`config.mk`:
```
export PLATFORM = sky130hd
export DESIGN_NAME = sync_length_checksum_deframer
export DESIGN_NICKNAME = d
export VERILOG_FILES = /design/src/slcd_pkg.sv /design/src/sync_length_checksum_deframer.sv /design/src/slcd_step.sv
export SDC_FILE = /design/constraint.sdc
export NUM_CORES = 1
export LEC_CHECK = 0
export BUFFER_PORTS_ARGS = -buffer_cell sky130_fd_sc_hd__buf_2
export CORE_MARGIN = 2
export CORE_UTILIZATION = 59
export DETAILED_ROUTE_END_ITERATION = 10
export GPL_TIMING_DRIVEN = 1
export PLACE_DENSITY = 0.81
export SLEW_MARGIN = 40
export SYNTH_ARGS = -nofsm -noshare
export SYNTH_HDL_FRONTEND = slang
export SYNTH_SLANG_ARGS = --single-unit
export TNS_END_PERCENT = 20
```
`constraint.sdc`:
```
create_clock -name clk -period 4.3 [get_ports clk]
set_input_delay 0.645 -clock clk [delete_from_list [all_inputs] [get_ports clk]]
set_output_delay 0.645 -clock clk [all_outputs]
set_load 0.05 [all_outputs]
```
`src/slcd_pkg.sv`:
```
package slcd_pkg;

  localparam logic [7:0] SYNC_FIRST  = 8'hFF;
  localparam logic [7:0] SYNC_SECOND = 8'h55;

  localparam logic [15:0] TIMEOUT_RESET = 16'd1000;
  localparam logic [15:0] IDLE_MAX      = 16'hFFFF;

  localparam logic MODE_BYTE = 1'b0;
  localparam logic MODE_TICK = 1'b1;

  typedef logic [2:0] event_t;
  localparam event_t EV_NONE       = 3'd0;
  localparam event_t EV_OK         = 3'd1;
  localparam event_t EV_CHECKSUM   = 3'd2;
  localparam event_t EV_UNEXPECTED = 3'd3;
  localparam event_t EV_TIMEOUT    = 3'd4;

  typedef struct packed {
    logic [7:0]  previous_byte;
    logic        in_frame;
    logic        have_length;
    logic [7:0]  payload_length;
    logic [8:0]  byte_count;
    logic [7:0]  running_sum;
    logic [15:0] idle_count;
  } frame_state_t;

  typedef struct packed {
    event_t     event_res;
    logic [7:0] frame_length;
    logic [8:0] bytes_received;
  } result_t;

endpackage

```
`src/sync_length_checksum_deframer.sv`:
```
// Deframer for a serial byte stream. Each input word is either a received byte
// (tuser 0) or one time tick (tuser 1). The byte pair FF 55 seen outside a frame
// opens a frame: a length byte, that many payload bytes and a checksum byte
// follow, the checksum being the two's complement of the low byte of length plus
// payload. Every input word yields exactly one output word carrying an event
// (none, frame ok, checksum error, unexpected byte, timeout) and the current
// declared length and count of payload plus checksum bytes. An open frame is
// aborted when more than timeout_ticks ticks pass without a byte (65535 means
// never). The block takes one word per cycle while the output is not stalled;
// a word passes an input register and the state update into the output
// register, and backpressure on the output stalls input.
module sync_length_checksum_deframer import slcd_pkg::*; (
  input  logic        clk,
  input  logic        rst_n,
  input  logic        in_tvalid,
  output logic        in_tready,
  input  logic [7:0]  in_tdata,   // [7:0] rx_byte
  input  logic        in_tuser,   // [0] mode
  output logic        out_tvalid,
  input  logic        out_tready,
  output logic [23:0] out_tdata,  // [7:0] frame_length, [16:8] bytes_received, zero fill
  output logic [2:0]  out_tuser,  // [2:0] event_res
  input  logic        cfg_valid,
  output logic        cfg_ready,
  input  logic [15:0] cfg_data    // timeout_ticks
);

  logic         in_valid_r;
  logic [7:0]   in_byte_r;
  logic         in_mode_r;
  logic         out_valid_r;
  result_t      res_r;
  result_t      res_nxt;
  frame_state_t st_r;
  frame_state_t st_nxt;
  logic [15:0]  timeout_r;
  logic         advance;

  assign advance   = in_valid_r && (!out_valid_r || out_tready);
  assign in_tready = !in_valid_r || advance;
  assign cfg_ready = 1'b1;

  always_ff @(posedge clk) begin
    if (!rst_n) begin
      timeout_r <= TIMEOUT_RESET;
    end else if (cfg_valid) begin
      timeout_r <= cfg_data;
    end
  end

  always_ff @(posedge clk) begin
    if (!rst_n) begin
      in_valid_r <= 1'b0;
    end else if (in_tready) begin
      in_valid_r <= in_tvalid;
    end
  end

  always_ff @(posedge clk) begin
    if (in_tready && in_tvalid) begin
      in_byte_r <= in_tdata;
      in_mode_r <= in_tuser;
    end
  end

  slcd_step u_step (
    .st            (st_r),
    .mode          (in_mode_r),
    .rx_byte       (in_byte_r),
    .timeout_ticks (timeout_r),
    .st_nxt        (st_nxt),
    .res           (res_nxt)
  );

  always_ff @(posedge clk) begin
    if (!rst_n) begin
      st_r        <= '0;
      out_valid_r <= 1'b0;
    end else begin
      if (advance) begin
        st_r <= st_nxt;
      end
      if (advance) begin
        out_valid_r <= 1'b1;
      end else if (out_tready) begin
        out_valid_r <= 1'b0;
      end
    end
  end

  always_ff @(posedge clk) begin
    if (advance) begin
      res_r <= res_nxt;
    end
  end

  assign out_tvalid = out_valid_r;
  assign out_tuser  = res_r.event_res;
  assign out_tdata  = {7'd0, res_r.bytes_received, res_r.frame_length};

  a_length_needs_frame: assert property (@(posedge clk) disable iff (!rst_n)
    !st_r.in_frame |-> !st_r.have_length)
    else $error("length flag set outside a frame");

  a_count_bound: assert property (@(posedge clk) disable iff (!rst_n)
    st_r.byte_count <= 9'd256)
    else $error("byte count beyond 256");

  a_frame_end_count: assert property (@(posedge clk) disable iff (!rst_n)
    (out_tvalid && (out_tuser == EV_OK || out_tuser == EV_CHECKSUM)) |->
      (out_tdata[16:8] == {1'b0, out_tdata[7:0]} + 9'd1))
    else $error("frame finished at wrong count");

  a_stall_blocks_input: assert property (@(posedge clk) disable iff (!rst_n)
    (out_tvalid && !out_tready && in_valid_r) |-> !in_tready)
    else $error("input taken while both stages are full");

endmodule

```
`src/slcd_step.sv`:
```
module slcd_step import slcd_pkg::*; (
  input  frame_state_t st,
  input  logic         mode,
  input  logic [7:0]   rx_byte,
  input  logic [15:0]  timeout_ticks,
  output frame_state_t st_nxt,
  output result_t      res
);

  logic [8:0]  count_inc;
  logic [8:0]  count_last;
  logic [7:0]  expect_sum;
  logic [15:0] idle_inc;
  event_t      ev;

  assign count_inc  = st.byte_count + 9'd1;
  assign count_last = {1'b0, st.payload_length} + 9'd1;
  assign expect_sum = 8'd0 - st.running_sum;
  assign idle_inc   = (st.idle_count == IDLE_MAX) ? IDLE_MAX : st.idle_count + 16'd1;

  always_comb begin
    st_nxt = st;
    ev     = EV_NONE;
    if (mode == MODE_TICK) begin
      st_nxt.idle_count = idle_inc;
      if (st.in_frame && (idle_inc > timeout_ticks)) begin
        st_nxt.in_frame    = 1'b0;
        st_nxt.have_length = 1'b0;
        ev                 = EV_TIMEOUT;
      end
    end else begin
      st_nxt.idle_count    = '0;
      st_nxt.previous_byte = rx_byte;
      if (!st.in_frame && st.previous_byte == SYNC_FIRST && rx_byte == SYNC_SECOND) begin
        st_nxt.in_frame       = 1'b1;
        st_nxt.have_length    = 1'b0;
        st_nxt.payload_length = '0;
        st_nxt.byte_count     = '0;
        st_nxt.running_sum    = '0;
      end else if (st.in_frame) begin
        if (!st.have_length) begin
          st_nxt.payload_length = rx_byte;
          st_nxt.have_length    = 1'b1;
          st_nxt.running_sum    = rx_byte;
        end else begin
          st_nxt.byte_count = count_inc;
          // last word of the frame is the checksum
          if (count_inc == count_last) begin
            st_nxt.in_frame    = 1'b0;
            st_nxt.have_length = 1'b0;
            ev = (expect_sum == rx_byte) ? EV_OK : EV_CHECKSUM;
          end else begin
            st_nxt.running_sum = st.running_sum + rx_byte;
          end
        end
      end else if (rx_byte != SYNC_FIRST) begin
        ev = EV_UNEXPECTED;
      end
    end
  end

  assign res.event_res      = ev;
  assign res.frame_length   = st_nxt.payload_length;
  assign res.bytes_received = st_nxt.byte_count;

endmodule
```
==> results.tsv <==
stage	metric	value	unit
power_and_ir_drop	p_leak	0.00247	uW
timing	finalSetupViolCount	0	
global_routing	antenna_found_initial	0	
timing	slew-limit-headroom	47.8	%
yosys	synth_seq_area_share	39.8	%
cells_and_area	final_nets	731	
power_and_ir_drop	ir_worst_vdd	0.164	mV
power_and_ir_drop	power_frac_seq	54.4	%
yosys	syn_area_per_cell	8.79	um^2
routing	wirelength	12.3	mm
die	fp.dieW	102	um
placed_design	numPortBuffers	51	
critical_path	crit_required	4.60	ns
routing	num_vias	4771	
critical_path	rr_worst_depth	14	
global_routing	gr-total-overflow	0	
clock_network	clock-sinks	98	
routing	ant_nets	0	
yosys	synth-simple-area-share	20.3	%
routing	drt_first_pass_iters	5	
min_path	whs_path_depth	1	
clock_network	clockRootBuffer	clkbuf_8	
clock_network	cts.reportedPaths.clkPinSlew	0.09	ns
die	die_area	0.0104	mm^2
timing	fin_skew	0.00982	ns
clock_network	clk_latency	0.37	ns
placed_design	place.gp.congestion	0.849	
yosys	ys_ff_latch	98	
timing	period_minus_slack	3.87	ns
global_routing	grt_pass1_vias	4484	
outcome	status	complete, no violations	
critical_path	r2r_start	st_r[0]$_SDFFE_PN0P_	
power_and_ir_drop	internal_power	1380	uW
clock_network	numCtsBuffers	9	
min_path	min_to	in_byte_r[2]$_DFFE_PP_	
yosys	synth_top_family_by_area	simple AND/OR/NAND/NOR gates	
die	fp-row-count	35	
die	io_pins	60	
power_and_ir_drop	combPwrFrac	10.0	%
yosys	synthXorXnorAreaFrac	5.81	%
yosys	async_flop_share	0	%
cells_and_area	drive_gt1_share	11.7	%
yosys	synth_cell_types	59	
power_and_ir_drop	swShare	25.1	%
die	start_util	61.0	%
placed_design	dp.cells	791	
yosys	synthesis.area	0.00566	mm^2
yosys	synth_edf_count	29	
yosys	ys.warnings.count	0	
cells_and_area	antennaDiodeCount	0	
clock_network	cts_buffer_depth	2	
critical_path	crit_type	flop to flop	
yosys	synth_compound_area_share	18.7	%
timing	slew_viol_final	0	
clock_network	cts_resized	0	
critical_path	cp.arrival	4.17	ns
timing	max_freq	258	MHz
timing	rsz0062_at_grt	no	
routing	wire_per_inst	15.3	um
power_and_ir_drop	clkPwrFrac	35.6	%
min_path	min_from	in_tdata[2]	
routing	drt_iter0_drc	328	
cells_and_area	area_growth	8.58	%
yosys	syn_inst	644	
yosys	ys.flop_type	dfxtp_1	
clock_network	cts-hold-fix-buffers	0	
timing	timing.final.crit_share	90.0	%
routing	vias_per_cell	5.91	
critical_path	path_cells	ha_1 -> nand3_1 -> nor3_1 -> nand2b_1 -> or2_2 -> nand2_1 -> ha_1 -> nand3_1 -> nor4_1 -> nand4_1 -> a31oi_1 -> a41o_1 -> o21ai_0 -> a21boi_0	
routing	post-route-drc-count	0	
critical_path	rrSetupSlack	0.43	ns
timing	hold_violations	0	
power_and_ir_drop	p_sw	463	uW
global_routing	grt_usage	24.7	%
clock_network	h-tree-depth	3	
critical_path	slowest_stage	nor3_1	
clock_network	postCtsSetupRepairBufs	0	
critical_path	cp_max_fo	30	
flow_run	cap_violations	0	
min_path	min_path_type	input pin to flop	
cells_and_area	fin_cells	807	
placed_design	dpl.hpwl	8.49	mm
global_routing	grt_max_degree	65	
critical_path	max_stage_delay	0.60	ns
timing	tightest_slew	0.781	ns
critical_path	worstSetupStartpointType	flop	
die	core_area	0.00928	mm^2
critical_path	end_kind	flop	
clock_network	tritoncts	built	
timing	tns	0	ns
yosys	synth_adder_area_share	6.32	%
power_and_ir_drop	pwr_density_cell	300	mW/mm^2
die	die_h	102	um
yosys	synth.area.mux_share	3.03	%
critical_path	rr_endpoint	st_r[42]$_SDFFE_PN0P_	
global_routing	grt_pass1_wl	20.6	mm
[cells in the final DEF, fill, tap and decap left out, types with 9 or more instances in the layout]
master and n:
a21boi_0 14, a21oi_1 44, a22o_1 11, a22oi_1 9
a31oi_1 12, buf_2 50, clkbuf_8 10, dfxtp_1 69
edfxtp_1 29, ha_1 27, inv_1 32, mux2i_1 16
nand2_1 73, nand3_1 34, nand4_1 10, nor2_1 25
nor2b_1 29, nor3_1 12, o21ai_0 25, xnor2_1 23
xor2_1 12
[per-layer routing]
metal	track usage [%]	share of wire [%]	vias up
li1	-	-	2348
met2	39.5	47	156
met1	32.9	46	2246
met5	0	0	-
met4	12.6	2.2	0
met3	3.21	5.1	21
[worst max path at each step]
stage | from | endpoint | slack (ns) | depth (start not counted)
finish | st_r[0]$_SDFFE_PN0P_ | st_r[42]$_SDFFE_PN0P_ | 0.43 | 14
detailed placement | st_r[0]$_SDFFE_PN0P_ | st_r[42]$_SDFFE_PN0P_ | 0.58 | 14
global placement | st_r[0]$_SDFFE_PN0P_ | st_r[42]$_SDFFE_PN0P_ | 0.83 | 14
CTS | st_r[0]$_SDFFE_PN0P_ | st_r[42]$_SDFFE_PN0P_ | 0.54 | 14
floorplan | st_r[0]$_SDFFE_PN0P_ | st_r[41]$_SDFFE_PN0P_ | 0.99 | 16
global route | st_r[0]$_SDFFE_PN0P_ | st_r[42]$_SDFFE_PN0P_ | 0.10 | 14
[power by group through the flow]
stage | clock network [uW] | logic, uW | registers, uW
3_3_place_gp | 0 | 177 | 1020
5_1_grt | 700 | 202 | 1010
6_report | 657 | 185 | 1000
3_5_place_dp | 0 | 184 | 1020
2_1_floorplan | 0 | 120 | 1040
4_1_cts | 670 | 185 | 1000
[registers in the layout (all words and copies together) (netlist names)]
register    count
in_mode_r       1
st_r           51
in_valid_r      1
out_tdata      17
out_tvalid      1
in_byte_r       8
timeout_r      16
out_tuser       3
[final cells by class]
type | instances | area (um^2)
clock buffer | 11 | 141
fill | 779 | 3140
multi-input combinational | 476 | 3100
inverter | 32 | 120
sequential | 98 | 2250
tap | 129 | 161
timing repair buffer | 56 | 295
clock inverter | 5 | 77.6
[logic make-up (layout without fill, tap and decap cells)]
logic type / Yosys count / count (layout)
compound gates: 160 / 160
xor+xnor: 36 / 36
fa+ha+maj: 28 / 28
buf+inv: 76 / 104
flops: 98 / 98
mux: 17 / 17
other cells: 2 / 8
simple gates: 227 / 227
[critical path: cells and delay by family, from the launching register on]
family / cells / cell delay, ns
adders and majority gates: 2 / 0.44
and+or+nand+nor: 8 / 2.37
AOI/OAI and AO/OA: 4 / 0.57
DFF: 1 / 0.42
[synth_stat cells, types with 5 or more instances]
master	n	area (um^2)
buf_4	8	60.1
nand4_1	10	62.6
a21boi_0	14	105
a22o_1	11	96.3
a31oi_1	12	75.1
nor3_1	12	60.1
o211a_1	5	50.1
nor2b_1	29	181
inv_1	32	120
a22oi_1	9	67.6
a21oi_1	44	220
clkbuf_1	28	105
o22ai_1	8	50.1
ha_1	27	338
o21ai_0	25	125
xnor2_1	23	201
or3_1	6	37.5
nor2_1	25	93.8
and3_1	8	50.1
nor3b_1	5	37.5
o211ai_1	8	60.1
mux2i_1	16	160
xor2_1	12	105
edfxtp_1	29	871
nand3_1	34	170
dfxtp_1	69	1380
nand2_1	73	274
nand2b_1	8	50.1
[per-stage QoR]
step / hold slack, ns / worst slack, ns / area, um^2 / utilization [%] / total power, uW
floorplan: 0.439 / 0.985 / 5680 / - / 1160
global placement: 0.449 / 0.827 / 5920 / 63.8 / 1200
detailed placement: 0.460 / 0.585 / 5930 / 63.8 / 1210
CTS: 0.441 / 0.545 / 6140 / 66.2 / 1860
global route: 0.443 / 0.102 / 6140 / 66.2 / 1910
finish: 0.444 / 0.428 / 6140 / 66.2 / 1840
(Power assumes the default switching activity.)
